## config.mk

```make
export PLATFORM = sky130hd
export DESIGN_NAME = mipc_collect
export DESIGN_NICKNAME = d
export VERILOG_FILES = /design/src/sv/mipc_pkg.sv /design/src/sv/mipc_collect.sv
export SDC_FILE = /design/constraint.sdc
export NUM_CORES = 1
export LEC_CHECK = 0
export BUFFER_PORTS_ARGS = -buffer_cell sky130_fd_sc_hd__buf_2
export CORE_MARGIN = 2
export CORE_UTILIZATION = 40
export DETAILED_ROUTE_END_ITERATION = 7
export PLACE_DENSITY_LB_ADDON = 0.1
export REMOVE_ABC_BUFFERS = 1
export SETUP_SLACK_MARGIN = 0.15
export SLEW_MARGIN = 20
export SYNTH_ARGS = -nofsm -noshare
export SYNTH_HDL_FRONTEND = slang
export SYNTH_SLANG_ARGS = --single-unit
export TNS_END_PERCENT = 10
```

## constraint.sdc

```tcl
create_clock -name clk -period 5.3 [get_ports clk]
set_input_delay 0 -clock clk [delete_from_list [all_inputs] [get_ports clk]]
set_output_delay 0 -clock clk [all_outputs]
set_load 0.01 [all_outputs]
```

## src/sv/mipc_pkg.sv

```systemverilog
// mip chain region generator: shared types, format codes and the level size function
// no dependencies; every other file of the block imports this package
`default_nettype none

package mipc_pkg;

  localparam int unsigned DIM_W      = 15;
  localparam int unsigned LVL_W      = 4;
  localparam int unsigned BYTES_W    = 32;
  localparam int unsigned FMT_W      = 3;
  localparam int unsigned REQ_W      = 8;
  localparam int unsigned RESULT_CAP = 15;

  localparam logic [FMT_W-1:0] FMT_BC1   = 3'd0;
  localparam logic [FMT_W-1:0] FMT_BC23  = 3'd1;
  localparam logic [FMT_W-1:0] FMT_RGBA8 = 3'd2;
  localparam logic [FMT_W-1:0] FMT_R8    = 3'd3;

  // state of one level as it travels down the chain
  typedef struct packed {
    logic [LVL_W-1:0]   lv;
    logic [DIM_W-1:0]   w;
    logic [DIM_W-1:0]   h;
    logic [BYTES_W-1:0] offset;
    logic [BYTES_W-1:0] sz;
    logic [FMT_W-1:0]   fmt;
    logic [BYTES_W-1:0] avail;
    logic [LVL_W-1:0]   levels;
  } tok_t;

  typedef struct packed {
    logic [LVL_W-1:0]   level_index;
    logic [BYTES_W-1:0] byte_offset;
    logic [DIM_W-1:0]   level_width;
    logic [DIM_W-1:0]   level_height;
    logic [BYTES_W-1:0] level_bytes;
  } region_t;

  // what the active cell reports in a cycle
  typedef struct packed {
    logic    valid;
    logic    ok;
    logic    final_lv;
    region_t region;
  } evt_t;

  // bytes of one level: 4x4 blocks rounded up for block formats, per pixel for RGBA8 and R8, else zero
  function automatic logic [BYTES_W-1:0] level_size(logic [FMT_W-1:0] fmt,
                                                    logic [DIM_W-1:0] w,
                                                    logic [DIM_W-1:0] h);
    logic [DIM_W-2:0]   bw;
    logic [DIM_W-2:0]   bh;
    logic [DIM_W-1:0]   a;
    logic [DIM_W-1:0]   b;
    logic [2*DIM_W-1:0] p;
    logic [BYTES_W-1:0] r;
    bw = 14'(({1'b0, w} + 16'd3) >> 2);
    bh = 14'(({1'b0, h} + 16'd3) >> 2);
    if (fmt == FMT_BC1 || fmt == FMT_BC23) begin
      a = {1'b0, bw};
      b = {1'b0, bh};
    end else begin
      a = w;
      b = h;
    end
    p = 30'(a) * 30'(b);
    case (fmt)
      FMT_BC1:   r = {p[28:0], 3'b000};
      FMT_BC23:  r = {p[27:0], 4'b0000};
      FMT_RGBA8: r = {p, 2'b00};
      FMT_R8:    r = {2'b00, p};
      default:   r = '0;
    endcase
    return r;
  endfunction

endpackage

`default_nettype wire

```

## src/sv/mipc_collect.sv

```systemverilog
// mip chain region generator: result collector and output register
// holds one region back until the next level decides its last flag; uses mipc_pkg
`default_nettype none

module mipc_collect
  import mipc_pkg::*;
(
  input  wire     clk,
  input  wire     rst,
  input  evt_t    evt,
  input  wire     m_tready,
  output logic    adv,
  output logic    hold_busy,
  output logic    m_tvalid,
  output region_t m_region,
  output logic    m_last,
  output logic    m_err
);

  logic    hv;
  logic    hfinal;
  region_t hreg;

  logic    hv_next;
  logic    hfinal_next;
  region_t hreg_next;
  logic    push;
  region_t push_region;
  logic    push_last;
  logic    push_err;

  assign adv       = !m_tvalid || m_tready;
  assign hold_busy = hv;

  always_comb begin
    hv_next     = hv;
    hfinal_next = hfinal;
    hreg_next   = hreg;
    push        = 1'b0;
    push_region = hreg;
    push_last   = 1'b0;
    push_err    = 1'b0;
    if (hv && hfinal) begin
      // held region was the last level asked for
      push      = 1'b1;
      push_last = 1'b1;
      hv_next   = 1'b0;
    end else if (evt.valid) begin
      if (evt.ok) begin
        push        = hv;
        hv_next     = 1'b1;
        hfinal_next = evt.final_lv;
        hreg_next   = evt.region;
      end else if (hv) begin
        // level overruns: held region closes the run
        push      = 1'b1;
        push_last = 1'b1;
        hv_next   = 1'b0;
      end else begin
        // not even level zero fits
        push        = 1'b1;
        push_region = '0;
        push_err    = 1'b1;
      end
    end
  end

  always_ff @(posedge clk) begin
    if (rst) begin
      hv       <= 1'b0;
      m_tvalid <= 1'b0;
    end else if (adv) begin
      hv       <= hv_next;
      m_tvalid <= push;
    end
  end

  always_ff @(posedge clk) begin
    if (adv) begin
      hfinal <= hfinal_next;
      hreg   <= hreg_next;
      if (push) begin
        m_region <= push_region;
        m_last   <= push_last;
        m_err    <= push_err;
      end
    end
  end

endmodule

`default_nettype wire

```

---- After elaboration in Yosys (flattened, before gate mapping) ----
Cells that the tools add are included.
storage, ports and cells
  register bits ........................... 201
  latch bits .............................. 0
  RAM bits ................................ 0
  memory bits (read-only) ................. 0
  input bits .............................. 104
  logic and storage cells ................. 39
  memories kept ........................... 0
operators by class
  add/subtract/negate cells ............... 0
  $mul .................................... 0
  div/mod/pow operators ................... 0
  magnitude comparators ................... 0
  eq/ne operators ......................... 0
  shifts and indexed selects .............. 0
  multiplexer cells ....................... 14
  bitwise logic cells ..................... 2
  reductions and logical operators ........ 8
operator list
  cell                 number
  two-way mux 98 bit   4
  two-way mux 1 bit    10
  AND reduction 2 bit  2
  AND reduction 4 bit  1
  OR reduction 3 bit   1
  inverter 1 bit       2
  nonzero test 2 bit   1
  logical AND 1 bit    1
  zero test 1 bit      1
  logical OR 1 bit     1

---- Depth between registers and ports, before layout ----
Gate-level depths: netlist of the first run.
  word-level depth ........................ 4
  depth in mapped cells ................... 5
  depth with buffers taken out ............ 4

---- Worst setup path after synthesis of the first run ----
Ideal clock, no wire load.
  path kind ............................... register to register
  start ................................... register hv (netlist: hold_busy)
  end ..................................... register m_err, enable pin
  arrival time ............................ 4772 ps
  data required time ...................... 4740 ps
  slack ................................... -32 ps
  stages on the path, launching flop included .. 3
  cell sequence ........................... dfxtp_1 o22ai_1 nor2_1
between the ends
  cells in the longest elaborated chain, start to end .. 4
  elaborated cells between the ends (all ways) .. 5
  those cells by class .................... 3 x mux; 2 x reduce/logical
ends and longest elaborated chain
  what                               RTL line            RTL
  start: declaration                 mipc_collect.sv:20  logic hv;
  start signal: assignment           mipc_collect.sv:73  hv <= hv_next;
  two-way mux 1 bit                  mipc_collect.sv:49  if (evt.ok) begin
  two-way mux 1 bit                  mipc_collect.sv:48  end else if (evt.valid) begin
  two-way mux 1 bit (*)              mipc_collect.sv:43  if (hv && hfinal) begin
  AND reduction 2 bit (no line) (*)  --
  end signal: assignment             mipc_collect.sv:85  m_err <= push_err;
  end: declaration                   mipc_collect.sv:17  output logic m_err
Mark *: on every way between the ends. The rest lies on a longest branch, timed or not.
A chain may end at the register's enable or synchronous reset.

---- Worst setup path in the final report of the first run ----
  start ................................... register m_tvalid
  end ..................................... register hreg[70] (netlist name), enable pin
between the ends
  cells in the longest elaborated chain, start to end .. 3
ends and longest elaborated chain
  what                           RTL line            RTL
  start: declaration             mipc_collect.sv:14  output logic m_tvalid,
  start signal: assignment       mipc_collect.sv:74  m_tvalid <= push;
  zero test 1 bit                mipc_collect.sv:32  assign adv = !m_tvalid || m_tready;
  logical OR 1 bit               mipc_collect.sv:32
  AND reduction 4 bit (no line)  --
  end signal: assignment         mipc_collect.sv:81  hreg <= hreg_next;
  end: declaration               mipc_collect.sv:22  region_t hreg;
No other way between the ends.

==> flow_metrics.tcl, run 1 <==
set metrics [dict create \
    run_status "complete, no violations" \
    critical_path_class "reg -> reg" \
    drive_gt1_frac 0.367 \
    gp_congestion 0.718 \
    htreeDepth 1 \
    final_cell_mix "206 x buf_2, 199 x edfxtp_1, 104 x dlygate4sd3_1, 100 x nor2b_1, 21 x clkbuf_16" \
    synth_cells 323 \
    ctsResizeCount 0 \
    dpl.hpwl_mm 7.59 \
    synth_mux_area_frac 0 \
    avgRoutedWirePerCell_um 14.4 \
    synthesis.area_sq_um 6770 \
    drt_wl_total_mm 12.7 \
    ios 207 \
    firstDrtPassIters 4 \
    final_common_cell "buf_2" \
    r2r_slack_ns 2.86 \
    yosys_warnings 0 \
    postCtsSetupRepairBufs 0 \
    syn_to_final_growth_pct 43.5 \
    grt_pass1_vias 3883 \
    rr_worst_depth 4 \
    via_count 3768 \
    arrival_ns 2.56 \
    grt_overflow_total 0 \
    postPlaceCellArea_sq_um 8060 \
    die_w_um 134 \
    hold_path_class "in -> reg" \
    powerDensity_nw_per_um2 359 \
    grt_pass1_wl_mm 19.6 \
    clock.fmax_mhz 410 \
    grt_use_total 0.140 \
    skew_ns 0.0212 \
    antenna_found_initial 0 \
    clock_path_buffers 3 \
    ys_seq_area_frac 0.889 \
    min_period_ns 2.44 \
    synth_cell_types 15 \
    synth-compound-area-share 0.00425 \
    ys_ff_latch 201 \
    finalNonFillerCells 882 \
    num_rows 47 \
    crit_path_max_fanout 58 \
    critical_path_required_ns 5.42 \
    grt_util_met1 0.172 \
    start_kind "flop" \
    clk_pin_slew_worst_paths_ns 0.07 \
    grt_max_degree 100 \
    rsz0062_at_grt "no" \
    power.total_uw 3480 \
    drt_iter0_drc 146 \
    finalHoldViolCount 0 \
    antenna_left 0 \
    io_buffer_count 206 \
    ir_worst_vdd_mv 0.249 \
    cp-end-kind "flop" \
    gr-usage-met3 0.0329 \
    core-area_sq_um 16600 \
    dp.cells 743 \
    final_nets 754 \
    die_y_um 134 \
    syn_area_per_cell_sq_um 20.9 \
    tightest_slew_ns 1.04 \
    whs_path_depth 3 \
    cts_buffers 21 \
    drv_cap 0 \
    viasPerCell 4.27 \
    grt.busiest_layer "met2" \
    total_leakage_power_uw 0.00373 \
    antenna_cells 0 \
    slew_violations 0 \
    use_met2 0.243 \
    die-area_sq_um 18000 \
    slew-limit-headroom 0.308 \
    synth-xor-area-share 0 \
    synth_top_family_by_area "simple AND/OR/NAND/NOR gates" \
    finalCritPeriodShare 0.460 \
    clock_sinks 201 \
    drcViolationCount 0 \
    initial_core_util 0.408 \
    setup_violations 0 \
    synth-simple-area-share 0.0982 \
    fin_area_sq_um 9710 \
    cts_tree "yes" \
    insertion_delay_ns 0.48 \
    cts-root-buf "clkbuf_16" \
    synth_fa_ha_area_frac 0 \
]
[cell usage after synthesis (all sizes together)]
| cell type | instances | area, sq um |
|---|---|---|
| edfxtp | 199 | 5980 |
| dfxtp | 2 | 40.0 |
| o21a | 1 | 7.51 |
| o22ai | 1 | 6.26 |
| nor3 | 1 | 5.00 |
| a21oi | 3 | 15.0 |
| nand2b | 1 | 6.26 |
| nor2b | 100 | 626 |
| nand2 | 1 | 3.75 |
| nor2 | 2 | 15.0 |
| and4 | 1 | 8.76 |
| buf | 10 | 52.6 |
| inv | 1 | 3.75 |
[metrics by stage]
step | utilization | setup TNS [ns] | hold slack [ns] | setup slack, ns
floorplan | - | -3.22 | 0.0691 | -0.0322
global placement | 0.486 | 0 | 0.176 | 2.95
detailed placement | 0.486 | 0 | 0.177 | 2.86
CTS | 0.585 | 0 | 0.00948 | 2.84
global route | 0.585 | 0 | 0.0270 | 2.71
finish | 0.585 | 0 | 0.0169 | 2.86
[final timing paths]
path                                    end      from
worst max register to register     hreg[70]  m_tvalid
worst min register to register  m_region[9]   hreg[9]
worst max-delay path               hreg[70]  m_tvalid
worst min-delay path                 m_last   evt[99]
[report_power, final]
part           internal (uW)  switching (uW)
Sequential              1870            20.9
Combinational            139             151
Clock                    730             571
Total                   2740             742
[cells by family after synthesis]
logic type	count (synthesis)
AO/OA/AOI/OAI	5
buffers and inverters	11
flip-flops	201
AND/OR/NAND/NOR	106
[state kept, by name, summed over array words and instances (netlist names)]
signal,cells
m_last,1
m_tvalid,1
hfinal,1
hold_busy,1
m_err,1
m_region,98
hreg,98
[worst max-delay path, cell delays in order (launching register included)]
cell and delay, ns:
dfxtp_1 0.32, nor2b_1 0.18, inv_1 0.14, and4_4 0.76, buf_4 0.59
[timing repair]
action | 4_1_cts | 5_1_grt
hold endpoints to repair | 102 | 0
endpoints found under the setup margin | 0 | 0
hold buffers | 104 | 0
[final cells by class]
cell class,count,area (sq um)
Fill cell,1326,6870
Sequential cell,201,6020
Timing Repair Buffer,314,2100
Multi-Input combinational cell,111,703
Clock buffer,24,537
Tap cell,220,275
Clock inverter,11,72.6
Inverter,1,3.75
[per-layer routing]
metal,wire (um),up-vias
met3,888,27
met2,6420,138
met1,5110,1764
li1,-,1839
met5,0,-
met4,325,0
Power figures use the tool's default switching activity.
==> run 2: changes to the inputs <==
--- a/config.mk
+++ b/config.mk
@@ -5,6 +5,7 @@
 export SDC_FILE = /design/constraint.sdc
 export NUM_CORES = 1
 export LEC_CHECK = 0
+export ABC_AREA = 1
 export BUFFER_PORTS_ARGS = -buffer_cell sky130_fd_sc_hd__buf_2
 export CORE_MARGIN = 2
 export CORE_UTILIZATION = 40
==> constraint.sdc (replaced) <==
create_clock -name clk -period 2.2 [get_ports clk]
set_input_delay 0 -clock clk [delete_from_list [all_inputs] [get_ports clk]]
set_output_delay 0 -clock clk [all_outputs]
set_load 0.01 [all_outputs]
==> run 2 against run 1 <==
  * Sequential share of layout area down 1.5 points
  * Combinational power up 140%
  * Clock skew down 0.013 ns
  * Synthesized cell count up 32%
  * Count of clock-buffer cells in the layout up 3
  * Global-route usage about the same
  * Sequential power up 140%
  * Worst hold slack better by 0.18 ns
  * Register-to-register slack worse by 2.3 ns
  * Cell area up 2.4%
  * Worst setup slack worse by 2.3 ns
  * Critical endpoint is now hreg[90]
==> flow_metrics.tcl, run 2 <==
set metrics [dict create \
    arrival_ns 1.78 \
    firstDrtPassIters 4 \
    synth_edf_count 199 \
    clock_path_buffers 3 \
    drcViolationCount 0 \
    synth.most_common_cell "edfxtp_1" \
    die_y_um 135 \
    grt_max_degree 60 \
    avgRoutedWirePerCell_um 13.1 \
    start_kind "flop" \
    total_leakage_power_uw 0.00452 \
    ff_latch_area_sq_um 6020 \
    initial_core_util 0.404 \
    antenna_found_initial 0 \
    drt_iter0_drc 201 \
    powerDensity_nw_per_um2 845 \
    io_buffer_count 206 \
    dpl.hpwl_mm 8.04 \
    finalWorstSetupSlack_ns 0.570 \
    min_period_ns 1.63 \
    synth_flop_cell "edfxtp_1" \
    via_count 4105 \
    ios 207 \
    ir_worst_vdd_mv 0.572 \
    slew-limit-headroom 0.734 \
    yosys-top-cells-area "edfxtp_1 87%, nand2_1 5.7%, inv_1 5.6%" \
    drt_wl_total_mm 13.0 \
    critical_path_required_ns 2.35 \
    run_status "complete, no violations" \
    synth_top_area_share 0.865 \
    synth_top_cell_by_area "edfxtp_1" \
    post-route-util 0.581 \
    synthesis.area_sq_um 6910 \
    critical_path_class "reg -> reg" \
    grt.busiest_layer "met2" \
    core-area_sq_um 17100 \
    power.total_uw 8400 \
    fin_area_sq_um 9940 \
    drv_cap 0 \
    multiInputGateArea_sq_um 442 \
    postCtsSetupRepairBufs 0 \
    tightest_slew_ns 0.398 \
    finalCritPeriodShare 0.741 \
    ys_seq_area_frac 0.871 \
    clock_sinks 201 \
    final_common_cell "buf_2" \
    ys_async_sr_fraction 0 \
    setup_violations 0 \
    gp_congestion 0.742 \
    die_w_um 135 \
    syn_area_per_cell_sq_um 16.2 \
    insertion_delay_ns 0.48 \
    post-place-ws_ns 0.553 \
    num_rows 48 \
    grt_util_met1 0.168 \
    clock.fmax_mhz 613 \
    rsz0062_at_grt "no" \
    final_nets 861 \
    ys_ff_latch 201 \
    viasPerCell 4.12 \
    clk_pin_slew_worst_paths_ns 0.06 \
    slew_violations 0 \
    syn_to_final_growth_pct 44.0 \
    cts_buffers 21 \
    crit_path_max_fanout 50 \
    final_cell_mix "206 x buf_2, 199 x edfxtp_1, 105 x nand2_1, 105 x dlygate4sd3_1, 101 x inv_1" \
    antenna_left 0 \
    skew_ns 0.00841 \
    drive_gt1_frac 0.311 \
    synth_top_cells_by_count "199 x edfxtp_1, 105 x nand2_1, 103 x inv_1, 8 x buf_2" \
    cp-end-kind "flop" \
    use_met2 0.248 \
    finalHoldViolCount 0 \
    grt_pass1_wl_mm 19.9 \
    holdWs_ns 0.197 \
    antenna_cells 0 \
    largest_registers "hreg x98, m_region x98" \
    gr-usage-met3 0.0314 \
    hold_path_class "in -> reg" \
    postPlaceCellArea_sq_um 8280 \
    htreeDepth 1 \
    die-area_sq_um 18300 \
    fillers 1387 \
    grt_overflow_total 0 \
    synth_cell_types 12 \
    yosys_warnings 0 \
    cts_tree "yes" \
    synth_cells 427 \
    cts-root-buf "clkbuf_16" \
    grt_use_total 0.140 \
    grt_pass1_vias 4107 \
]
-- run 2: final timing paths --
kind | slack, ns | from | to | cells past startpoint
worst max-delay path | 0.57 | hfinal | hreg[90] | 4
worst min-delay path | 0.20 | evt[100] | m_region[40] | 4
worst max register to register | 0.57 | hfinal | hreg[90] | 4
worst min register to register | 0.49 | hreg[80] | m_region[80] | 2
-- run 2: final cells by class --
type	count	share of cell area
flip-flops and latches	201	0.605
repair buffers	317	0.220
clock inverters	10	0.00692
multi-input cells	111	0.0444
clock buffers	27	0.0551
inverters	105	0.0401
well taps	225	0.0283
-- run 2: worst max-delay path, cell delays in order (launching register included) --
cell	delay [ns]
edfxtp_1	0.37
nand2_1	0.12
nand3b_1	0.15
inv_4	0.31
buf_12	0.31
-- run 2: metrics by stage --
step                      TNS (ns)  cells
after floorplan            -167.38    417
after global placement           0    854
after detailed placement         0    854
after CTS                        0    996
after global routing             0    996
final                            0    996
-- run 2: cells by family (layout without fill, tap and decap cells) --
group,Yosys count,after routing,synth area share
buf+inv,115,459,0.0661
simple gates,108,108,0.0603
compound gates,3,3,0.00254
flops,201,201,0.871
-- run 2: timing repair --
action,CTS,global route
gates resized for setup,0,0
endpoints found under the hold margin,102,0
hold buffers,105,0
-- run 2: where the power goes --
group | internal (uW) | total, uW | switching (uW) | leakage, uW
sequential | 4470 | 4520 | 48.4 | 0.00190
combinational | 328 | 687 | 359 | 0.00233
clock | 1870 | 3190 | 1320 | 0.000297
total | 6670 | 8400 | 1730 | 0.00452
-- run 2: layer usage --
metal  wire, um  share of wire  vias up
met5          0              0        -
met4        364          0.028        0
met3        905          0.070       38
met2       6580           0.51      159
met1       5170           0.40     1848
li1           -              -     2060
==> run 3: changes to the inputs <==
==> constraint.sdc (replaced) <==
create_clock -name clk -period 1.6 [get_ports clk]
set_input_delay 0 -clock clk [delete_from_list [all_inputs] [get_ports clk]]
set_output_delay 0 -clock clk [all_outputs]
set_load 0.01 [all_outputs]
==> run 3 against run 2 <==
  * Worst hold slack better by 0.029 ns
  * Sequential share of layout area is 0.63 points lower
  * Fmax is 15% higher
  * Final cell count is 0.30% higher
  * Routed wire length is 3.4% higher
  * Combinational power is 47% higher
  * Largest power group unchanged
==> flow_metrics.tcl, run 3 (synthesized netlist as in run 2, its figures left out) <==
set metrics [dict create \
    grt_pass1_wl_mm 19.8 \
    ff_latch_area_sq_um 6020 \
    core-area_sq_um 17100 \
    multiInputGateArea_sq_um 442 \
    critical_path_required_ns 1.77 \
    p_switching_uw 2350 \
    grt_overflow_total 0 \
    total_leakage_power_uw 0.00457 \
    arrival_ns 1.59 \
    powerDensity_nw_per_um2 1130 \
    grt_use_total 0.139 \
    switching_share 0.206 \
    clock_sinks 201 \
    finalCritPeriodShare 0.884 \
    fillers 1394 \
    run_status "complete, no violations" \
    hold_end "hold_busy" \
    finalHoldViolCount 0 \
    firstDrtPassIters 6 \
    drive_gt1_frac 0.323 \
    clock_path_buffers 3 \
    drcViolationCount 0 \
    antenna_left 0 \
    dpl.hpwl_mm 8.34 \
    viasPerCell 4.14 \
    drt_wl_total_mm 13.5 \
    largest_registers "hreg x98, m_region x98" \
    ir_worst_vdd_mv 0.827 \
    cts-root-buf "clkbuf_16" \
    avgRoutedWirePerCell_um 13.5 \
    clk_pin_slew_worst_paths_ns 0.06 \
    post-place-ws_ns 0.106 \
    rr_worst_depth 5 \
    slew-limit-headroom 0.842 \
    gp_congestion 0.748 \
    die_y_um 135 \
    reg2reg_from "hold_busy" \
    r2r_end "m_region[94]" \
    finalWorstSetupSlack_ns 0.186 \
    min_period_ns 1.41 \
    final_common_cell "buf_2" \
    hold_path_class "in -> reg" \
    syn_to_final_growth_pct 45.5 \
    ios 207 \
    setup_violations 0 \
    crit_path_max_fanout 21 \
    p_seq_frac 0.546 \
    final_nets 868 \
    die-area_sq_um 18300 \
    antenna_cells 0 \
    final_cell_mix "206 x buf_2, 199 x edfxtp_1, 105 x nand2_1, 104 x dlygate4sd3_1, 101 x inv_1" \
    intPower_uw 9030 \
    whs_path_depth 3 \
    tightest_slew_ns 0.237 \
    dp.cells 857 \
    initial_core_util 0.404 \
    critical_path_class "reg -> reg" \
    clock_power_share 0.365 \
    io_buffer_count 206 \
    die_w_um 135 \
    r2r_slack_ns 0.19 \
    grt_max_degree 54 \
    holdWs_ns 0.226 \
    insertion_delay_ns 0.47 \
    htreeDepth 1 \
    antenna_found_initial 0 \
    slew_violations 0 \
    cp-end-kind "flop" \
    clock.fmax_mhz 707 \
    start_kind "flop" \
    post-route-util 0.587 \
    grt_pass1_vias 3991 \
    comb_power_share 0.089 \
    drt_iter0_drc 144 \
    cts_tree "yes" \
    num_rows 48 \
    worstHoldStart "rst" \
    drv_cap 0 \
    skew_ns 0.00640 \
    rsz0062_at_grt "yes" \
    via_count 4133 \
    cts_buffers 21 \
    finalNonFillerCells 999 \
]
run 3: what timing repair did:
| action | 4_1_cts | 5_1_grt |
|---|---|---|
| gates resized for setup | 1 | 8 |
| cloned | 0 | 4 |
| hold endpoints to repair | 102 | 0 |
| setup endpoints to repair | 135 | 192 |
| setup buffers | 0 | 1 |
| hold buffers | 104 | 0 |
run 3: critical path, cell delays in order (launching register included):
cell and delay [ns]:
dfxtp_2 0.36, nand2_1 0.10, nand2_1 0.10, nand3_1 0.15, clkinv_4 0.20, buf_16 0.19
run 3: layout make-up:
class                           count  area share
Clock inverter                      7     0.00324
Multi-Input combinational cell    111      0.0439
Tap cell                          225      0.0280
Clock buffer                       26      0.0542
Timing Repair Buffer              324       0.232
Inverter                          105      0.0402
Sequential cell                   201       0.599
run 3: worst max path at each step:
stage / end / cells after the start / start / slack (ns)
3_5_place_dp: m_region[38] / 5 / hold_busy / 0.11
2_1_floorplan: m_err / 4 / hold_busy / -1.48
3_3_place_gp: m_region[38] / 5 / hold_busy / 0.22
6_report: m_region[94] / 5 / hold_busy / 0.19
5_1_grt: m_region[53] / 5 / hold_busy / 0.12
4_1_cts: m_region[3] / 5 / hold_busy / 0.1
run 3: metrics by stage:
| stage | power [uW] | instance area (sq um) | TNS [ns] |
|---|---|---|---|
| 2_1_floorplan | 6690 | 6840 | -319.86 |
| 3_3_place_gp | 7080 | 8310 | 0 |
| 3_5_place_dp | 7100 | 8310 | 0 |
| 4_1_cts | 11500 | 9930 | 0 |
| 5_1_grt | 11900 | 10100 | 0 |
| 6_report | 11400 | 10100 | 0 |
run 3: layer usage:
| metal | vias up | wire [um] | track usage |
|---|---|---|---|
| li1 | 2069 | - | - |
| met1 | 1922 | 5400 | 0.165 |
| met2 | 132 | 7000 | 0.254 |
| met3 | 10 | 919 | 0.0325 |
| met4 | 0 | 143 | 0.0359 |
| met5 | - | 0 | 0 |
run 3: power groups by stage:
| stage | Clock, uW | Sequential (uW) | Combinational [uW] |
|---|---|---|---|
| floorplan | 0 | 6440 | 247 |
| global placement | 0 | 6330 | 755 |
| detailed placement | 0 | 6330 | 772 |
| CTS | 4300 | 6220 | 975 |
| global route | 4520 | 6240 | 1120 |
| finish | 4150 | 6220 | 1010 |
