$ cat config.mk
export PLATFORM = sky130hd
export DESIGN_NAME = mipc_cell
export DESIGN_NICKNAME = d
export VERILOG_FILES = /design/src/sv/mipc_pkg.sv /design/src/sv/mipc_cell.sv
export SDC_FILE = /design/constraint.sdc
export NUM_CORES = 1
export LEC_CHECK = 0
export ABC_AREA = 0
export BUFFER_PORTS_ARGS = -buffer_cell sky130_fd_sc_hd__buf_2
export CORE_UTILIZATION = 51
export CTS_CLUSTER_SIZE = 30
export DETAILED_ROUTE_END_ITERATION = 16
export PLACE_DENSITY = 0.79
export SYNTH_ARGS = -nofsm -noshare
export SYNTH_HDL_FRONTEND = slang
export SYNTH_SLANG_ARGS = --single-unit
$ cat constraint.sdc
create_clock -name clk -period 7.8 [get_ports clk]
set_input_delay 1.17 -clock clk [delete_from_list [all_inputs] [get_ports clk]]
set_output_delay 1.17 -clock clk [all_outputs]
set_load 0.01 [all_outputs]
$ cat src/sv/mipc_pkg.sv
// mip chain region generator: shared types, format codes and the level size function
// no dependencies; every other file of the block imports this package
`default_nettype none

package mipc_pkg;

  localparam int unsigned DIM_W      = 15;
  localparam int unsigned LVL_W      = 4;
  localparam int unsigned BYTES_W    = 32;
  localparam int unsigned FMT_W      = 3;
  localparam int unsigned REQ_W      = 8;
  localparam int unsigned RESULT_CAP = 15;

  localparam logic [FMT_W-1:0] FMT_BC1   = 3'd0;
  localparam logic [FMT_W-1:0] FMT_BC23  = 3'd1;
  localparam logic [FMT_W-1:0] FMT_RGBA8 = 3'd2;
  localparam logic [FMT_W-1:0] FMT_R8    = 3'd3;

  // state of one level as it travels down the chain
  typedef struct packed {
    logic [LVL_W-1:0]   lv;
    logic [DIM_W-1:0]   w;
    logic [DIM_W-1:0]   h;
    logic [BYTES_W-1:0] offset;
    logic [BYTES_W-1:0] sz;
    logic [FMT_W-1:0]   fmt;
    logic [BYTES_W-1:0] avail;
    logic [LVL_W-1:0]   levels;
  } tok_t;

  typedef struct packed {
    logic [LVL_W-1:0]   level_index;
    logic [BYTES_W-1:0] byte_offset;
    logic [DIM_W-1:0]   level_width;
    logic [DIM_W-1:0]   level_height;
    logic [BYTES_W-1:0] level_bytes;
  } region_t;

  // what the active cell reports in a cycle
  typedef struct packed {
    logic    valid;
    logic    ok;
    logic    final_lv;
    region_t region;
  } evt_t;

  // bytes of one level: 4x4 blocks rounded up for block formats, per pixel for RGBA8 and R8, else zero
  function automatic logic [BYTES_W-1:0] level_size(logic [FMT_W-1:0] fmt,
                                                    logic [DIM_W-1:0] w,
                                                    logic [DIM_W-1:0] h);
    logic [DIM_W-2:0]   bw;
    logic [DIM_W-2:0]   bh;
    logic [DIM_W-1:0]   a;
    logic [DIM_W-1:0]   b;
    logic [2*DIM_W-1:0] p;
    logic [BYTES_W-1:0] r;
    bw = 14'(({1'b0, w} + 16'd3) >> 2);
    bh = 14'(({1'b0, h} + 16'd3) >> 2);
    if (fmt == FMT_BC1 || fmt == FMT_BC23) begin
      a = {1'b0, bw};
      b = {1'b0, bh};
    end else begin
      a = w;
      b = h;
    end
    p = 30'(a) * 30'(b);
    case (fmt)
      FMT_BC1:   r = {p[28:0], 3'b000};
      FMT_BC23:  r = {p[27:0], 4'b0000};
      FMT_RGBA8: r = {p, 2'b00};
      FMT_R8:    r = {2'b00, p};
      default:   r = '0;
    endcase
    return r;
  endfunction

endpackage

`default_nettype wire

$ cat src/sv/mipc_cell.sv
// mip chain region generator: one cell of the level chain
// checks its level against the data size and sizes the next level; uses mipc_pkg
`default_nettype none

module mipc_cell
  import mipc_pkg::*;
(
  input  wire  clk,
  input  wire  rst,
  input  wire  shift,
  input  wire  in_valid,
  input  tok_t in_tok,
  output logic out_valid,
  output tok_t out_tok,
  output evt_t evt
);

  logic tok_valid;
  tok_t tok;

  logic [BYTES_W:0]   sum;
  logic               ok;
  logic               final_lv;
  logic [DIM_W-1:0]   w_half;
  logic [DIM_W-1:0]   h_half;

  always_ff @(posedge clk) begin
    if (rst) begin
      tok_valid <= 1'b0;
    end else if (shift) begin
      tok_valid <= in_valid;
    end
  end

  always_ff @(posedge clk) begin
    if (shift) begin
      tok <= in_tok;
    end
  end

  always_comb begin
    sum      = {1'b0, tok.offset} + {1'b0, tok.sz};
    ok       = (tok.sz != '0) && (sum <= {1'b0, tok.avail});
    final_lv = (({1'b0, tok.lv} + 5'd1) == {1'b0, tok.levels});
    // halve, never below one pixel
    w_half   = (tok.w >> 1) == '0 ? DIM_W'(1) : (tok.w >> 1);
    h_half   = (tok.h >> 1) == '0 ? DIM_W'(1) : (tok.h >> 1);

    out_valid      = tok_valid && ok && !final_lv;
    out_tok.lv     = tok.lv + LVL_W'(1);
    out_tok.w      = w_half;
    out_tok.h      = h_half;
    out_tok.offset = sum[BYTES_W-1:0];
    out_tok.sz     = level_size(tok.fmt, w_half, h_half);
    out_tok.fmt    = tok.fmt;
    out_tok.avail  = tok.avail;
    out_tok.levels = tok.levels;

    evt = '0;
    if (tok_valid) begin
      evt.valid               = 1'b1;
      evt.ok                  = ok;
      evt.final_lv            = final_lv;
      evt.region.level_index  = tok.lv;
      evt.region.byte_offset  = tok.offset;
      evt.region.level_width  = tok.w;
      evt.region.level_height = tok.h;
      evt.region.level_bytes  = tok.sz;
    end
  end

endmodule

`default_nettype wire

==> Word level (Yosys, flattened, before mapping) <==
Index checks and enable logic that the tools add are counted.
{ "classes": {"add_sub_neg": 5, "multipliers": 1, "magnitude_cmp": 1, "eq_ne": 4, "muxes": 6, "n_reduce_logical": 9} }
{ "ops": {"columns": ["cell", "count"], "rows": [
  ["$pmux 32 s4", 1],
  ["$mux 101", 1],
  ["$mux 14", 4],
  ["$add 32x32->33", 1],
  ["$le 33x32->1", 1],
  ["$reduce_bool 32->1", 1],
  ["$add 14x2->15 const B", 2],
  ["$logic_not 15->1", 2],
  ["$mul 14x14->28", 1],
  ["$eq 3x2->1 const B", 2],
  ["$add 4x1->5 const B", 1],
  ["$eq 5x4->1", 1],
  ["$add 4x1->4 const B", 1],
  ["$eq 3x1->1 const B", 1],
  ["$logic_and 1x1->1", 3],
  ["$logic_not 3->1", 1],
  ["$logic_not 1->1", 1],
  ["$logic_or 1x1->1", 1]
]} }
{ "totals": {"reg_bits": 138, "output_inout_bits": 239, "wordCells": 35} }

==> Longest topological paths before layout <==
Gate-level depths: netlist of run 1.
{ "depth": {"word_depth": 6, "depth_mapped": 30, "depth_no_buf": 28} }

==> Worst setup path after synthesis of run 1 <==
No wires, ideal clock.
{ "synth_timing": {"path_type": "register to output", "startpoint": "register tok, in the netlist out_tok[38]", "endpoint": "output port out_tok[61] (netlist bit)", "t_arrival_ns": 7.500, "slack_ns": -0.870, "path_stages_with_launch": 28, "n_path_buf": 4, "cell_sequence": "edfxtp_1 > clkbuf_1 > nor2_1 > clkbuf_1 > buf_1 > o21ai_0 > nand2_1 > buf_1 > nor2_1 > fa_1 > inv_1 > fa_1 > inv_1 > fa_1 > fa_1 > fa_1 > inv_1 > fa_1 > inv_1 > ha_1 > and4_4 > a22o_1 > o221a_1 > or3_4 > a31oi_4 > mux2i_1 > a21oi_1 > a221oi_1"} }
{ "synth_rtl": {"columns": ["item", "line_no", "rtl"], "rows": [
  ["start: declaration", "mipc_cell.sv:19", "tok_t tok;"],
  ["start signal: assignment", "mipc_cell.sv:37", "tok <= in_tok;"],
  ["end: declaration", "mipc_cell.sv:14", "output tok_t out_tok,"]
]} }

==> reports/summary.txt, run 1 <==
starting density of the core: 0.518
DR pass1 iterations: 5
RSZ-0062 raised after global routing: yes
R2R depth: 3
Final Wtd Congestion: 0.949
Synth Area in Adders: 0.294
dpl hpwl: 42,400 µm
EDFF count, synth: 137
Critical Path Max Stage Delay: 0.57 ns
async set-reset flop share out of synthesis: 0
max_cap viols: 0
Max Slew Vio Count: 0
mux contribution to synthesized area: 0.00987
HP Class: in -> reg
clock latency on the worst-skew pair: 0.43 ns
CP Capture Type: primary output
initial drt markers: 961
initial antenna violation count: 2
clock slew at the register clock pins of the worst setup and hold paths: 0.07 ns
commonest non-fill, non-tap cell in the layout: buf_2
max frequency: 112 MHz
Yosys cell types: 84
CTS tree: built
WL/cell: 19.5 µm
Routed Antenna Nets: 0
DRC Markers: 0
Req. time, crit path: 6.63 ns
dpl cells: 2,638
Synth-to-Final Area Change: 32.3%
vias per cell: 5.63
Seq cells post-synth: 138
crit path to: out_tok[61]
PortBufs: 377
period utilisation layout: 1.14
die height: 181 µm
vias in the first global route: 15,630
CTS buffer count: 17
H-tree Lvls: 4
IO Count: 380
routed via count: 15,316
clk root buf: clkbuf_16
Syn Area/Cell: 9.16 µm²
clk buf depth: 2
hold_buf cts: 0
Synth Flop Type: edfxtp_1
critical path class: reg -> out
All-Layer GR Usage: 0.320
final worst slack: -1.10 ns
die area: 32,800 µm²
Final Setup Violations: 26
post-synthesis compound-gate area fraction: 0.141
core area: 31,600 µm²
proportion of layout cells with a drive suffix above 1: 0.373
die width: 181 µm
Tmin final: 8.90 ns
CP Launch Point: tok[120]
first-pass GRT wire length: 81,300 µm
Synth Area in XOR/XNOR: 0.0278
sequential fraction of the synthesis area: 0.253
Setup crit start kind: flip-flop
Routed WL: 53,100 µm
Hold Slack: 0.884 ns
failing checks: setup timing
yosys warns: 0
Clock Skew: 0 ns
largest net degree at the start of global routing: 95
nets@finish: 2,743
worst-margin pin slew: 1.07 ns
most frequent cells in the layout: buf_2, buf_4, inv_1, nand2_1, ha_1
Crit Reg-Reg Endpoint: tok_valid
max_slew headroom: 0.287
GRT overflow: 0
combinational family with the most area after synthesis: adder cells
WP data arrival: 7.73 ns
FF-to-FF Start: tok_valid
Hold Violations, Final: 0
reg-to-reg slack, setup: 6.60 ns
CP max FO: 4
Mapped Cells: 1,786
number of placement rows: 65
outcome: finished, violations left
clk sink count: 138
Critical-path top delay cell: fa_1
Post-Layout Cell Count: 2,719
Synth Area in Simple Gates: 0.180
Mapped Area: 16,400 µm²
==> timing repair <==
action / CTS / global route
setup endpoints to repair: 26 / 26
resized for setup: 92 / 64
pin swaps: 100 / 65
setup buffers: 33 / 17
==> worst min-delay path by stage <==
| stage | from | endpoint | slack (ns) | cells past startpoint |
|---|---|---|---|---|
| floorplan | tok_valid | tok_valid | 0.70 | 3 |
| global placement | tok_valid | tok_valid | 0.94 | 3 |
| detailed placement | tok_valid | tok_valid | 0.95 | 3 |
| CTS | rst | tok_valid | 0.87 | 2 |
| global route | rst | tok_valid | 0.88 | 2 |
| finish | rst | tok_valid | 0.88 | 2 |
==> per-layer routing <==
layer  part of all wire  routed length [µm]  vias to the layer above  track usage
li1                   -                   -                     7048            -
met1               0.37               19700                     7549        0.355
met2               0.53               28100                      566        0.595
met3              0.052                2770                      151       0.0472
met4              0.049                2620                        2        0.155
met5            0.00021                  11                        -            0
==> synth_stat cells, drive strengths merged, types with 4 or more instances <==
cell type / number / area share
nand3: 24 / 0.0073
nand2b: 19 / 0.0073
xor2: 18 / 0.0096
a31oi: 11 / 0.0060
a211oi: 26 / 0.013
nor2b: 18 / 0.0069
nor3b: 6 / 0.0031
and2: 118 / 0.045
or2: 7 / 0.0027
xnor2: 34 / 0.018
o21a: 9 / 0.0042
edfxtp: 137 / 0.25
or3: 12 / 0.0052
a21oi: 87 / 0.028
and3: 14 / 0.0054
a21o: 52 / 0.024
o21bai: 8 / 0.0037
buf: 60 / 0.025
clkbuf: 82 / 0.019
a311oi: 14 / 0.0083
o21ai: 48 / 0.015
a21boi: 7 / 0.0034
fa: 142 / 0.17
or4: 4 / 0.0018
inv: 221 / 0.051
mux2i: 15 / 0.0092
nor2: 151 / 0.035
nor3: 27 / 0.0083
and4: 6 / 0.0034
nor4: 16 / 0.0065
o211ai: 10 / 0.0046
o211a: 6 / 0.0037
o31ai: 6 / 0.0031
nand2: 148 / 0.034
nand4: 16 / 0.0061
ha: 157 / 0.12
a221oi: 7 / 0.0045
==> kinds of logic (layout without fill, tap and decap cells) <==
family	after synthesis	count (layout)
AO/OA/AOI/OAI	326	326
XOR/XNOR	52	52
other	1	3
flip-flops	138	138
AND/OR/NAND/NOR	590	590
adder cells (fa/ha/maj)	299	299
multiplexers	16	16
buffers and inverters	364	893
==> flip-flops by register name, indices dropped and copies added (netlist names) <==
signal	count
tok_valid	1
tok	98
out_tok	39
==> final cells by class <==
class,instances,area [µm²]
multi-input cells,1285,11600
fillers,2441,9910
flip-flops and latches,138,4140
repair buffers,639,3950
inverters,222,833
well taps,402,503
clock buffers,19,433
clock inverters,13,144
diodes,1,2.50
==> per-stage QoR <==
step	setup TNS [ns]	worst slack (ns)	utilization	instance area, µm²
final	-20.78	-1.10	0.686	21600
after CTS	-17.67	-0.960	0.673	21200
after detailed placement	-9.49	-0.615	0.634	20000
after global routing	-26.72	-1.30	0.686	21600
after floorplan	-2.31	-0.292	-	16800
after global placement	-7.17	-0.483	0.634	20000
==> worst max-delay path: cells and delay by family, from the launching register on <==
kind | cells | cell delay (ns)
xor+xnor | 1 | 0.19
compound gates | 7 | 1.17
flops | 1 | 0.36
mux | 1 | 0.32
fa+ha+maj | 7 | 3.08
simple gates | 5 | 0.97
buf+inv | 8 | 1.20
Power of run 1 is not shown: default switching activity piles up to over one toggle a cycle in this logic, so the estimate is an artifact.
==> run 2, diff against run 1 <==
--- a/config.mk
+++ b/config.mk
@@ -7,10 +7,10 @@
 export LEC_CHECK = 0
 export ABC_AREA = 0
 export BUFFER_PORTS_ARGS = -buffer_cell sky130_fd_sc_hd__buf_2
-export CORE_UTILIZATION = 51
+export CORE_UTILIZATION = 60
 export CTS_CLUSTER_SIZE = 30
 export DETAILED_ROUTE_END_ITERATION = 16
-export PLACE_DENSITY = 0.79
+export PLACE_DENSITY = 0.91
 export SYNTH_ARGS = -nofsm -noshare
 export SYNTH_HDL_FRONTEND = slang
 export SYNTH_SLANG_ARGS = --single-unit
==> constraint.sdc (replaced) <==
create_clock -name clk -period 10.5 [get_ports clk]
set_input_delay 1.575 -clock clk [delete_from_list [all_inputs] [get_ports clk]]
set_output_delay 1.575 -clock clk [all_outputs]
set_load 0.01 [all_outputs]
==> run 2 against run 1 <==
  * The run now ends clean
  * Global-route usage is 2.7 points higher
  * Wire length is 8.8% lower
  * Largest cell class unchanged
  * Clock skew stayed put
  * Count of clock-buffer cells in the layout is 1 lower
==> reports/summary.txt, run 2 (same netlist as run 1, synthesis figures left out) <==
vias in the first global route: 14,530 (-7.0%)
initial drt markers: 1,290 (+34%)
WL/cell: 20.0 µm (+2.5%)
Post-Layout Cell Count: 2,419 (-11%)
nets@finish: 2,503 (-8.7%)
max_slew headroom: 0.270 (-0.0179)
hold_buf cts: 0 (unchanged)
CTS buffer count: 17 (unchanged)
max_cap viols: 0 (unchanged)
proportion of layout cells with a drive suffix above 1: 0.227 (-0.147)
DRC Markers: 0 (unchanged)
Hold Violations, Final: 0 (unchanged)
Hold Slack: 0.936 ns (+0.0528 ns)
most frequent cells in the layout: buf_2, inv_1, ha_1, nor2_1, nand2_1
clk root buf: clkbuf_16
WL met3: 3270 µm (+18%)
worst-margin pin slew: 1.09 ns (+0.0232 ns)
clk buf depth: 2 (unchanged)
Req. time, crit path: 8.93 ns (+2.30 ns)
WP data arrival: 8.58 ns (+0.85 ns)
CP max FO: 9 (+5)
largest net degree at the start of global routing: 95 (unchanged)
All-Layer GR Usage: 0.347 (+0.0267)
starting density of the core: 0.609 (+0.0903)
Largest register FFs: 98 (unchanged)
H-tree Lvls: 4 (unchanged)
max layer used: met4
Final Setup Violations: 0 (-100%)
DR WL met2: 25,100 µm (-11%)
period utilisation layout: 0.967
HP Class: reg -> reg
register with the highest flop count: tok
Routed Antenna Nets: 0 (unchanged)
clk sink count: 138 (unchanged)
max frequency: 98.4 MHz
number of placement rows: 60 (-7.7%)
hold depth: 3 (+1)
M1 WL: 17,700 µm (-10%)
dpl cells: 2,382 (-9.7%)
setup TNS: 0 ns (+20.78 ns)
critical path class: reg -> out
IO Count: 380 (unchanged)
CP Capture Type: primary output
PortBufs: 377 (unchanged)
DR pass1 iterations: 5 (unchanged)
dpl hpwl: 38,600 µm (-9.0%)
die area: 27,900 µm² (-15%)
Routed WL: 48,500 µm (-8.8%)
Setup crit start kind: flip-flop
Clock Skew: 0 ns (unchanged)
Final Wtd Congestion: 0.931 (-1.9%)
Tmin final: 10.16 ns
core area: 26,900 µm² (-15%)
GRT overflow: 0 (unchanged)
Layout Utilization: 0.696 (+0.00977)
RSZ-0062 raised after global routing: no
CTS tree: built
Synth-to-Final Area Change: 14.3%
Max Slew Vio Count: 0 (unchanged)
first-pass GRT wire length: 75,600 µm (-7.0%)
die width: 167 µm (-7.7%)
routed via count: 14,489 (-5.4%)
outcome: completed
R2R depth: 3 (unchanged)
clock slew at the register clock pins of the worst setup and hold paths: 0.07 ns (about the same)
commonest non-fill, non-tap cell in the layout: buf_2
die height: 167 µm (-7.7%)
clock latency on the worst-skew pair: 0.44 ns (about the same)
initial antenna violation count: 1 (-1)
vias per cell: 5.99 (+6.3%)
run 2: layout make-up:
type / instances / area [µm²]
multi-input cells: 1285 / 10700
fillers: 2048 / 8180
flip-flops and latches: 138 / 4140
repair buffers: 399 / 2060
inverters: 222 / 833
clock buffers: 18 / 429
well taps: 341 / 427
clock inverters: 14 / 125
diodes: 2 / 5.00
run 2: critical path, stage by stage (launching register included):
cell      delay (ns)
edfxtp_1        0.51
o211a_1         0.23
and4_1          0.30
and4_1          0.27
nand3_1         0.15
o21ai_0         0.29
nand2_2         0.20
or2_2           0.35
fa_1            0.50
fa_1            0.55
inv_1           0.06
fa_1            0.51
fa_1            0.53
fa_1            0.55
inv_1           0.06
fa_1            0.53
inv_1           0.04
ha_1            0.38
and4_4          0.20
a22o_1          0.18
o221a_1         0.24
or3_4           0.45
a31oi_4         0.23
mux2i_1         0.28
a21oi_1         0.07
a221oi_1        0.34
buf_2           0.18
run 2: worst paths after layout:
| path | from | to | slack, ns |
|---|---|---|---|
| max | tok[108] | out_tok[61] | 0.34 |
| min | tok_valid | tok_valid | 0.94 |
| max reg2reg | tok_valid | tok_valid | 9.30 |
| min reg2reg | tok_valid | tok_valid | 0.94 |
run 2: metal layers:
layer  track usage  vias to the layer above
li1              -                     6587
met1         0.400                     6995
met2         0.620                      745
met3        0.0577                      162
met4         0.179                        0
met5             0                        -
run 2: timing repair:
item                                    in CTS  in global routing
buffers inserted                             0                  3
endpoints found under the setup margin       0                  9
gates resized for setup                      0                  4
run 2: stage by stage:
stage	cell area [µm²]	setup WS, ns
after floorplan	16400	1.43
after global placement	18100	0.875
after detailed placement	18100	0.723
after CTS	18700	0.225
after global routing	18700	0.00175
final	18700	0.341
Power of run 2 is left out for the same reason.
==> run 3, diff against run 2 <==
--- a/config.mk
+++ b/config.mk
@@ -7,10 +7,11 @@
 export LEC_CHECK = 0
 export ABC_AREA = 0
 export BUFFER_PORTS_ARGS = -buffer_cell sky130_fd_sc_hd__buf_2
-export CORE_UTILIZATION = 60
+export CORE_UTILIZATION = 51
 export CTS_CLUSTER_SIZE = 30
 export DETAILED_ROUTE_END_ITERATION = 16
-export PLACE_DENSITY = 0.91
+export PLACE_DENSITY = 0.82
+export SKIP_CTS_REPAIR_TIMING = 1
 export SYNTH_ARGS = -nofsm -noshare
 export SYNTH_HDL_FRONTEND = slang
 export SYNTH_SLANG_ARGS = --single-unit
==> constraint.sdc (replaced) <==
create_clock -name clk -period 8.45 [get_ports clk]
set_input_delay 0.845 -clock clk [delete_from_list [all_inputs] [get_ports clk]]
set_output_delay 0.845 -clock clk [all_outputs]
set_load 0.01 [all_outputs]
==> run 3 against run 2 <==
  * The run now ends with setup timing left
  * Die area up 17%
  * Global-route usage down 4.9 points
  * Wire length up 3.0%
  * Sequential share of layout area down 1.4 points
  * Cell count up 5.7%
  * Core utilization down 6.4 points
  * Clock skew unchanged
  * Sequential cell count unchanged
  * Count of clock-buffer cells in the layout unchanged
  * Register-to-register slack worse by 2.1 ns
  * Critical path type unchanged
==> reports/summary.txt, run 3 (same netlist as run 1, synthesis figures left out) <==
nets@finish: 2,583 (+3.2%)
reg-to-reg slack, setup: 7.23 ns (-2.07 ns)
Routed Antenna Nets: 0 (unchanged)
die area: 32,800 µm² (+17%)
dpl hpwl: 40,100 µm (+4.0%)
Req. time, crit path: 7.61 ns (-1.32 ns)
starting density of the core: 0.518 (-0.0903)
clock slew at the register clock pins of the worst setup and hold paths: 0.07 ns (about the same)
failing checks: setup timing
fin area: 19,900 µm² (+6.5%)
initial antenna violation count: 0 (-1)
max frequency: 117 MHz
routed via count: 14,589 (+0.69%)
IO Count: 380 (unchanged)
outcome: finished, violations left
die height: 181 µm (+8.4%)
most frequent cells in the layout: buf_2, inv_1, nand2_1, ha_1, nor2_1
Tmin final: 8.52 ns
period utilisation layout: 1.01
WL/cell: 19.5 µm (-2.6%)
final worst slack: -0.0688 ns (-0.410 ns)
core area: 31,600 µm² (+17%)
WP data arrival: 7.67 ns (-0.91 ns)
All-Layer GR Usage: 0.297 (-0.0494)
vias per cell: 5.71 (-4.7%)
clk root buf: clkbuf_16
clock latency on the worst-skew pair: 0.42 ns (-0.02 ns)
Clock Skew: 0 ns (unchanged)
CTS tree: built
placed cell area: 18,700 µm² (+3.1%)
CP max FO: 4 (-5)
Hold Violations, Final: 0 (unchanged)
commonest non-fill, non-tap cell in the layout: buf_2
CTS buffer count: 17 (unchanged)
max_cap viols: 0 (unchanged)
Setup crit start kind: flip-flop
Hold Slack: 0.571 ns (-0.366 ns)
RSZ-0062 raised after global routing: yes
worst-margin pin slew: 1.08 ns (-0.0120 ns)
Largest register FFs: 98 (unchanged)
GRT overflow: 0 (unchanged)
Max Slew Vio Count: 0 (unchanged)
Critical Path Max Stage Delay: 0.57 ns (+0.02 ns)
Final Setup Violations: 6 (+6)
die width: 181 µm (+8.4%)
initial drt markers: 1,092 (-15%)
pre-CTS WS: -0.104 ns (-0.827 ns)
DR pass1 iterations: 5 (unchanged)
clk sink count: 138 (unchanged)
proportion of layout cells with a drive suffix above 1: 0.294 (+0.0673)
largest net degree at the start of global routing: 94 (-1.1%)
PortBufs: 377 (unchanged)
number of placement rows: 65 (+8.3%)
critical path class: reg -> out
first-pass GRT wire length: 76,100 µm (+0.72%)
Routed WL: 49,900 µm (+3.0%)
clk buf depth: 2 (unchanged)
CP Capture Type: primary output
H-tree Lvls: 4 (unchanged)
HP Class: in -> reg
DRC Markers: 0 (unchanged)
Critical-path top delay cell: fa_2
vias in the first global route: 14,410 (-0.83%)
CP most frequent cell: fa_1
register with the highest flop count: tok
max_slew headroom: 0.281 (+0.0112)
n_diodes: 0 (-2)
Synth-to-Final Area Change: 21.8%
Final Wtd Congestion: 0.981 (+5.4%)
==> run 3: changes by cell type in the layout (fill, tap and decap cells not counted), sizes merged <==
| cell | previous run | this run |
|---|---|---|
| diode | 2 | 0 |
| inv | 229 | 224 |
| bufinv | 0 | 3 |
| clkinv | 5 | 6 |
| buf | 399 | 479 |
==> run 3: cell type report <==
cell class / count / area [µm²]
clock buffer: 18 / 429
clock inverter: 13 / 168
fill: 2573 / 11600
inverter: 222 / 833
multi-input combinational: 1285 / 11200
sequential: 138 / 4140
tap: 402 / 503
timing repair buffer: 479 / 2700
==> run 3: final timing paths <==
path	startpoint	endpoint	cells past startpoint
setup / recovery	tok[106]	out_tok[61]	28
hold / removal	rst	tok_valid	2
setup reg to reg	tok_valid	tok_valid	3
hold reg to reg	tok_valid	tok_valid	3
==> run 3: worst max-delay path: cells and delay by family (launching register included) <==
family	cells	cell delay [ns]
multiplexers	1	0.29
adder cells (fa/ha/maj)	7	3.12
flip-flops	1	0.35
XOR/XNOR	1	0.18
buffers and inverters	6	0.40
AO/OA/AOI/OAI	7	1.39
AND/OR/NAND/NOR	6	1.51
==> run 3: stage by stage <==
stage,TNS (ns),instances,utilization
2_1_floorplan,0,1787,-
3_3_place_gp,-0.0112,2503,0.591
3_5_place_dp,-0.433,2503,0.591
4_1_cts,-7.06,2534,0.610
5_1_grt,-4.16,2557,0.631
6_report,-0.137,2557,0.631
==> run 3: layer usage <==
metal | GRT usage | up-vias | wire [µm]
met5 | 0 | - | 0
met4 | 0.160 | 0 | 2560
met3 | 0.0419 | 131 | 2770
met2 | 0.542 | 623 | 26400
met1 | 0.334 | 7111 | 18200
li1 | - | 6724 | -
Power of run 3 is left out for the same reason.
